$ cat config.mk
export PLATFORM = sky130hd
export DESIGN_NAME = bmdf_ram
export DESIGN_NICKNAME = d
export VERILOG_FILES = /design/src/rtl/bmdf_ram.sv
export SDC_FILE = /design/constraint.sdc
export NUM_CORES = 1
export LEC_CHECK = 0
export BUFFER_PORTS_ARGS = -buffer_cell sky130_fd_sc_hd__buf_2
export CORE_UTILIZATION = 54
export CTS_CLUSTER_DIAMETER = 60
export DETAILED_ROUTE_END_ITERATION = 16
export PLACE_DENSITY = 0.73
export SYNTH_ARGS = -nofsm -noshare
export SYNTH_HDL_FRONTEND = slang
export SYNTH_SLANG_ARGS = --single-unit
export TNS_END_PERCENT = 5
$ cat constraint.sdc
create_clock -name i_clk -period 1.43 [get_ports i_clk]
set_input_delay 0 -clock i_clk [delete_from_list [all_inputs] [get_ports i_clk]]
set_output_delay 0 -clock i_clk [all_outputs]
set_load 0.02 [all_outputs]
$ cat src/rtl/bmdf_ram.sv
`default_nettype none
// ----------------------------------------------------------------------------
// bmdf_ram
// Generic single-write, single-read RAM with registered read data.
// ----------------------------------------------------------------------------
module bmdf_ram #(
    parameter int WIDTH = 8,
    parameter int DEPTH = 16
) (
    input  logic                     i_clk,
    input  logic                     i_we,
    input  logic [$clog2(DEPTH)-1:0] i_waddr,
    input  logic [WIDTH-1:0]         i_wdata,
    input  logic                     i_re,
    input  logic [$clog2(DEPTH)-1:0] i_raddr,
    output logic [WIDTH-1:0]         o_rdata
);

    logic [WIDTH-1:0] r_mem [DEPTH];
    logic [WIDTH-1:0] r_rdata;

    always_ff @(posedge i_clk) begin
        if (i_we) begin
            r_mem[i_waddr] <= i_wdata;
        end
        if (i_re) begin
            r_rdata <= r_mem[i_raddr];
        end
    end

    assign o_rdata = r_rdata;

endmodule
`default_nettype wire

# After elaboration in Yosys (flattened, before gate mapping)

Memories as Yosys holds them, arrays and structs flattened. A register that Yosys moved wholly into a read port is not among the register bits.
Index checks and enable logic that the tools add are counted.

Bits in registers: 0
RAM bits: 128
Input bits: 19
Output and inout port bits: 8
Logic and storage cells: 3
Memories kept: 1

Memory list:

| name  | words | width | read ports | clocked after Yosys merged registers in | write ports | line | source |
|---|---|---|---|---|---|---|---|
| r_mem | 16    | 8     | 1          | 1                                       | 1           | 19   | `logic [WIDTH-1:0] r_mem [DEPTH];` |

Mux-type cells: 2

Operator list:

| kind   | count |
|---|---|
| $mux 1 | 2 |

# Longest topological paths before layout

Gate-level depths: netlist (run 1).

Word-level depth: 2
Depth in mapped cells: 5
Gate-level depth less buffers: 3

# Least setup slack after synthesis (run 1)

No wires, ideal clock.

Path kind: input port to flip-flop
Start point: in i_waddr[2]
End point: mem r_mem[0][0] (enable)
Data arrival time: 1.110 ns
Setup slack: -0.063 ns
Cell stages on the path: 2
Buffers on the path: 0
Path through: or3b_2 nor3_1

RTL lines:

| what            | line | source |
|---|---|---|
| start, declared | 12   | `input logic [$clog2(DEPTH)-1:0] i_waddr,` |
| end, declared   | 19   |  |

No word-level cell before the write port.

==> run summary, run 1 <==
The run finished with clean final reports. Of the cells placed in the final design, the portion with a size suffix greater than 1 is 38.1%. The final standard cell count with taps included and fillers excluded is 439. The worst setup path is captured at a register. The kind of cell with the highest combined delay along the critical path is multiplexers.

The final-report hold violation count came out at 0. TritonCTS built the clock tree. 0 antenna diodes ended up in the layout. The via count of the first global-routing pass was 2709; the cell count of the worst reg-to-reg path was 3. The placeable core region came out at 9330 um2. The worst setup path is launched from a register. The tools report the final global-route overflow total as 0.

Of the total synthesized cell area, the portion taken by full adders, half adders and majority gates is 0%. Of the available clock period, the critical path in the final layout requires 98.8%. Summed over all cells, the static leakage comes to 0.00218 uW. The post-synthesis compound-gate area fraction came out at 2.30%. Once routing completed, OpenROAD measured the worst setup slack at 0.0168 ns. Final period demand of the worst path: 1.41 ns. The worst max-slew margin expressed relative to the limit was 68.3%. Class of the worst hold path: primary input to register. The max-slew violation count is 0, and the worst IR drop on VDD is 948 uV. For this run, the post-layout net count is 317. Clock-pin slew was measured on the worst setup and hold paths at 0.06 ns.

The transition time at the pin with the least slew margin was 0.475 ns. The cell area that synthesis handed to floorplanning was 5230 um2. CTS built an H-tree with a depth of 4. In this run the tool buffered the top-level ports with 26 buffer cells.

The number of logic stages on the critical path including buffering is 3, and the initial antenna violation count is 0. The count of nets left with antenna violations once routing finished came out at 0. The run gives -0.144 ns as the worst slack at placement. The die covers 10100 um2. The TritonCTS sink count came out at 136. The site row count was 35.

At the later pin of the worst-skew pair, clock insertion delay measures 0.52 ns. The capturing instance or port of the critical path was o_rdata[4]. Capturing point of the worst reg2reg path: o_rdata[4].

The fraction of the yosys area taken by sequential cells is 78.1%. The top fanout value on the critical path is 1. Dividing the synthesized area by the synthesized cell count gives 22.8 um2. The top cell types in the final layout, fill and taps aside, are sky130_fd_sc_hd__edfxtp_1, sky130_fd_sc_hd__mux4_2, sky130_fd_sc_hd__buf_2. The synthesized design contains 136 register bits.

The worst register-to-register path has a setup slack of 0.02 ns. Setup violations remaining at the end of the flow were counted as 0. The run gives 27 as the number of primary I/O pins. Power spread over the standard cell area amounts to 1540 nW/um2.

For the worst setup path, the data required time is 1.69 ns. From synthesis to final layout, the design area changed by 23.1%. The total global routing track utilization was 22.8%; the pin count of the biggest net entering global routing was 18. Counting both buffers and inverters, the worst setup path holds a total of 0. In the routed design, unresolved DRC markers number 0. Once placement completed, the tool counted placed cells totaling 399. The detailed-placement wirelength estimate is 6.32 mm, and the number of warning messages in the yosys log is 0. Post-detailed-route wirelength per cell: 23.4 um. The post-synth net total is 248, and the signal arrival time at the worst endpoint is 1.67 ns. Of the total synthesized cell area, the portion taken by AND, OR, NAND and NOR gates is 3.14%. In the routed layout, each cell is associated on average with a via count of 5.81.

The run gives 2 as the maximum number of buffers from clock root to sink. For this run, the slowest stage of the critical path takes 0.48 ns. The total wire length after detailed routing was 10.3 mm.

The most common cell after layout, fill and taps aside is sky130_fd_sc_hd__edfxtp_1. The most critical setup path has its startpoint at r_mem[10][4]. The height of the die is 100 um, and the worst clock skew on the final layout is 0.00753 ns.

The worst hold margin is 0.0434 ns, and the final weighted congestion in routability-driven placement is 0.714. In the synthesized netlist, mux cells make up 14.8% of the area. The critical path is of the register to register type. The wire length of the first global-routing pass is 15.6 mm. The cell sitting at the root of the clock tree is a sky130_fd_sc_hd__clkbuf_8. The detailed router finished its first iteration with 191 violations. Synthesis instantiated 18 different standard cells from the library. The initial utilization of the core area, before any placement, comes to 56.0%. The maximum clock frequency was 708 MHz. Setup repair after global routing could not meet its margin everywhere. The max-capacitance violation count was 0; the clock buffer count from CTS was 17. The number of vias after detailed routing is 2549. The run gives 229 as the count of mapped cells out of synthesis. The number of detailed-route iterations in the first pass is 4. The die is 100 um wide.

By area, the combinational part of the netlist is dominated by multiplexers. For the total power draw, the log shows 9910 uW. The critical register-to-register path startpoint is r_mem[10][4]. Walking the worst path, the cells encountered are mux4_2 -> a22oi_2 -> nand2_1. Share of the synthesized netlist area taken by xor and xnor gates: 0%.

The slowest stage of the critical path is the sky130_fd_sc_hd__mux4_2 cell.
==> cells in the mapped netlist <==
cell type	n	area share [%]
sky130_fd_sc_hd__buf_2	3	0.29
sky130_fd_sc_hd__and2_1	1	0.12
sky130_fd_sc_hd__or3b_2	1	0.17
sky130_fd_sc_hd__edfxtp_1	136	78
sky130_fd_sc_hd__nand3_1	1	0.096
sky130_fd_sc_hd__buf_6	3	0.65
sky130_fd_sc_hd__nand2b_1	2	0.24
sky130_fd_sc_hd__nor3_1	4	0.38
sky130_fd_sc_hd__a22oi_1	16	2.3
sky130_fd_sc_hd__buf_4	1	0.14
sky130_fd_sc_hd__mux4_1	14	7.0
sky130_fd_sc_hd__and2b_1	1	0.14
sky130_fd_sc_hd__mux4_2	18	7.8
sky130_fd_sc_hd__nand3b_1	2	0.29
sky130_fd_sc_hd__clkdlybuf4s25_2	3	0.57
sky130_fd_sc_hd__nand2_1	9	0.65
sky130_fd_sc_hd__nor2_1	13	0.93
sky130_fd_sc_hd__nor2b_1	1	0.12
==> sequential cells by signal, summed over array words and instances (netlist names) <==
name	count
o_rdata	8
r_mem	128
==> worst reg2reg max path: cells and delay by family (launching register included) <==
kind | cells | cell delay, ns
muxes | 1 | 0.48
DFF | 1 | 0.38
AOI/OAI and AO/OA | 1 | 0.22
and+or+nand+nor | 1 | 0.07
==> per-layer routing <==
metal	wire, um	up-vias	part of all wire (%)	GRT usage [%]
met5	0	-	0	0
met4	215	0	2.1	11.1
met3	645	17	6.3	5.85
met2	5240	102	51	35.6
met1	4160	1320	41	30.5
li1	-	1110	-	-
==> report_power, final <==
group | leakage (uW) | internal, uW | switching, uW
sequential | 0.00124 | 4490 | 27.6
clock | 0.000318 | 3340 | 1560
combinational | 0.000622 | 219 | 268
==> per-stage QoR <==
| stage | utilization (%) | instance area [um2] | TNS (ns) |
|---|---|---|---|
| 2_1_floorplan | - | 5230 | 0 |
| 3_3_place_gp | 60.8 | 5680 | -0.415 |
| 3_5_place_dp | 60.8 | 5680 | -0.607 |
| 4_1_cts | 69.1 | 6450 | -0.0229 |
| 5_1_grt | 69.0 | 6440 | -0.0787 |
| 6_report | 69.0 | 6440 | 0 |
==> how the worst min path moves through the flow <==
stage / from / endpoint / cells after the start
floorplan: i_wdata[0] / r_mem[0][0] / 0
CTS: i_waddr[0] / r_mem[0][5] / 3
global placement: i_wdata[0] / r_mem[5][0] / 1
detailed placement: i_re / o_rdata[0] / 1
finish: i_waddr[1] / r_mem[0][5] / 3
global route: i_waddr[0] / r_mem[0][6] / 3
==> cell type report <==
class | instances | area [um2]
sequential | 136 | 4080
fill | 559 | 2890
multi-input combinational | 83 | 1060
timing repair buffer | 60 | 458
clock buffer | 18 | 418
clock inverter | 13 | 251
tap | 129 | 161
==> repair_timing <==
action / 4_1_cts / 5_1_grt
gates resized for setup: 11 / 7
endpoints found under the setup margin: 7 / 8
hold buffers: 9 / 0
endpoints found under the hold margin: 136 / 0
pin swaps: 2 / 5
buffers inserted: 0 / 0
==> logic make-up after synthesis <==
group	count (synthesis)
compound gates	16
buf+inv	10
flops	136
mux	32
simple gates	35
Note: power is estimated with default switching activity, not from simulation.
==> run 2: changes to the inputs <==
--- a/config.mk
+++ b/config.mk
@@ -6,10 +6,10 @@
 export NUM_CORES = 1
 export LEC_CHECK = 0
 export BUFFER_PORTS_ARGS = -buffer_cell sky130_fd_sc_hd__buf_2
-export CORE_UTILIZATION = 54
+export CORE_UTILIZATION = 60
 export CTS_CLUSTER_DIAMETER = 60
 export DETAILED_ROUTE_END_ITERATION = 16
-export PLACE_DENSITY = 0.73
+export PLACE_DENSITY = 0.77
 export SYNTH_ARGS = -nofsm -noshare
 export SYNTH_HDL_FRONTEND = slang
 export SYNTH_SLANG_ARGS = --single-unit
==> constraint.sdc (replaced) <==
create_clock -name i_clk -period 1.6 [get_ports i_clk]
set_input_delay 0 -clock i_clk [delete_from_list [all_inputs] [get_ports i_clk]]
set_output_delay 0 -clock i_clk [all_outputs]
set_load 0.02 [all_outputs]
==> run summary, run 2 (synthesis gave the netlist of run 1 again) <==
Critical path launch point: r_mem[2][1] (was r_mem[10][4]). Largest register by flop count: r_mem (unchanged). The final clock period utilization by the worst path is 99.1% (was 98.8%).

Transition time at the pin with the least slew margin: 0.401 ns (was 0.475 ns). Number of antenna-violating nets in the routed design: 0 (unchanged). The run gives 0.721 (was 0.714) as the final weighted congestion in routability-driven placement.

The logs give 27 (unchanged) for the number of primary I/O pins and 0 (unchanged) for the count of buffers added by post-CTS timing repair for setup. Type of the worst setup path: register to register (unchanged). The kind of end point of the critical path is a register (unchanged). The maximum clock frequency was 631 MHz (was 708 MHz); the port buffer count was 26 (unchanged). The tools report the worst max-slew margin expressed relative to the limit as 73.3% (was 68.3%). The final period demand of the worst path was 1.59 ns (was 1.41 ns); the area of the die was 9090 um2 (was 10100 um2). The run gives 191 (unchanged) as the first-iteration detailed-routing DRC count. The run gives 2607 (was 2549) as the number of vias after detailed routing. The number of detailed-route iterations in the first pass is 4 (unchanged).

The run finished with clean final reports. The static power due to leakage was 0.00219 uW (was 0.00218 uW); the final-stage net count was 315 (was 317). The run gives 25.7% (was 22.8%) as the total global routing track utilization.

Power density over the cells: 1360 nW/um2 (was 1540 nW/um2). Startpoint kind of the worst setup timing path: a register (unchanged). The run gives 33 (was 35) as the site row count. Worst-path cell with the longest stage delay: sky130_fd_sc_hd__mux4_1 (was sky130_fd_sc_hd__mux4_2). The logs give 0 (unchanged) for the max-capacitance violation count and 0 ns (unchanged) for the final total negative setup slack. The via count of the first global-routing pass was 2563 (was 2709); the final standard cell count with taps included and fillers excluded was 413 (was 439). Level count of the clock H-tree: 4 (unchanged). For the total instance count after detailed placement, the log shows 373 (was 399). For the signal arrival time at the worst endpoint, the log shows 1.84 ns (was 1.67 ns). The max-slew violation count was 0 (unchanged); the clock buffer count from CTS was 17 (unchanged). Class of the worst hold path: primary input to register (unchanged). For the final global-route overflow total, the log shows 0 (unchanged).

The tools report the capturing instance or port of the critical path as o_rdata[1] (was o_rdata[4]). The flip-flop count of the largest register after layout is 128 (unchanged), and the count of buffering cells on the critical path with inverters included is 0 (unchanged). Most used cells in the layout excluding fill and tap cells: sky130_fd_sc_hd__edfxtp_1, sky130_fd_sc_hd__buf_2, sky130_fd_sc_hd__buf_4 (was sky130_fd_sc_hd__edfxtp_1, sky130_fd_sc_hd__mux4_2, sky130_fd_sc_hd__buf_2). The TritonCTS sink count is 136 (unchanged), and the post-detailed-route wirelength per cell is 24.7 um (was 23.4 um).

The tools report the pin count of the biggest net entering global routing as 33 (was 18). The starting utilization of the core area was 62.7% (was 56.0%). Cell count of the worst reg-to-reg path: 3 (unchanged). The tools report the placeable core region as 8340 um2 (was 9330 um2).

The tools report the worst clock skew on the final layout as 0.00559 ns (was 0.00753 ns). Reg2reg setup slack: 0.01 ns (was 0.02 ns). The run gives 937 uV (was 948 uV) as the worst IR drop on VDD. The initial antenna violation count came out at 0 (unchanged). The number of logic stages on the critical path including buffering came out at 3 (unchanged).

TritonCTS built the clock tree. The run gives 5.86 mm (was 6.32 mm) as the detailed-placement wirelength estimate. Top fanout value on the critical path: 1 (unchanged). The post-cts resize count is 0 (was 11). The final count of negative-setup-slack endpoints was 0 (unchanged). Number of design rule violations left after detail routing: 0 (unchanged). The total wire length after detailed routing is 10.2 mm (was 10.3 mm), and the delay contributed by the slowest stage of the critical path is 0.55 ns (was 0.48 ns). The maximum number of buffers from clock root to sink was 2 (unchanged); the signed area change from the synthesized netlist to the final layout was 21.4% (was 23.1%).

The most common cell after layout, fill and taps aside is sky130_fd_sc_hd__edfxtp_1 (unchanged). The total power draw is 8660 uW (was 9910 uW). The largest delay contributor family on the critical path is multiplexers (unchanged). Cell Chain, Critical Path: mux4_1 -> a22oi_1 -> nand2_1 (was mux4_2 -> a22oi_2 -> nand2_1).

Master cell of the clock root buffer: sky130_fd_sc_hd__clkbuf_8 (unchanged). The run gives 15.2 mm (was 15.6 mm) as the wire length of the first global-routing pass. The final-report hold violation count is 0 (unchanged), and the clock-pin slew of the registers on the worst-case setup and hold paths is 0.06 ns (about the same).

Setup repair after global routing left no endpoint under its margin. The width of the die was 95.3 um (was 100 um). The share of cells above drive strength 1 was 31.5% (was 38.1%). The number of vias per cell is 6.31 (was 5.81). The logs give 0.51 ns (was 0.52 ns) for the clock latency on the worst-skew pair and 0 (unchanged) for the number of diodes. For the endpoint required time on the critical path, the log shows 1.85 ns (was 1.69 ns).

The capturing point of the worst reg2reg path was o_rdata[1] (was o_rdata[4]). The height of the die came out at 95.3 um (was 100 um). The worst hold path stage count works out to 3 (unchanged). The critical register-to-register path startpoint was r_mem[2][1] (was r_mem[10][4]).
run 2: cell types whose count changed in the layout (fill, tap and decap cells not counted), sizes merged:
cell,delta
buf,-2
bufinv,-1
inv,+1
run 2: final cells by class:
cell class	instances	area, um2
Sequential cell	136	4080
Fill cell	446	1990
Multi-Input combinational cell	83	1060
Timing Repair Buffer	58	430
Clock buffer	18	418
Clock inverter	13	226
Tap cell	105	131
run 2: what timing repair did:
item | in CTS | in global routing
endpoints found under the hold margin | 136 | 0
hold buffers | 9 | 0
setup endpoints to repair | 0 | 0
run 2: how the worst min path moves through the flow:
stage               start  slack, ns           to
2_1_floorplan  i_wdata[0]        0.1  r_mem[0][0]
3_3_place_gp         i_re       0.37   o_rdata[7]
3_5_place_dp         i_re       0.38   o_rdata[3]
4_1_cts        i_waddr[0]       0.02  r_mem[0][7]
5_1_grt        i_waddr[0]       0.04  r_mem[0][7]
6_report       i_waddr[0]       0.04  r_mem[0][2]
run 2: worst min-delay path: stages:
cell and delay (ns):
sky130_fd_sc_hd__buf_2 0.14, sky130_fd_sc_hd__nor3_1 0.06, sky130_fd_sc_hd__buf_4 0.17
run 2: power by group:
part           internal [uW]  switching (uW)  leakage, uW
Clock                   2830            1370     0.000309
Combinational            182             233     0.000645
Sequential              4020            24.1      0.00124
run 2: metal layers:
layer	global-route usage, %	share of wire (%)	wire (um)
met3	7.97	10	1030
met1	35.2	38	3830
met5	0	0	0
met4	10.2	1.7	172
met2	38.9	51	5160
run 2: stage by stage:
step           setup slack (ns)  area, um2  utilization [%]  hold WS (ns)
4_1_cts                  0.0260       6350             76.1        0.0181
3_5_place_dp             0.0484       5610             67.3         0.383
3_3_place_gp             0.0594       5610             67.3         0.374
5_1_grt                 0.00895       6350             76.1        0.0439
2_1_floorplan             0.107       5230                -        0.0989
6_report                 0.0147       6350             76.1        0.0449
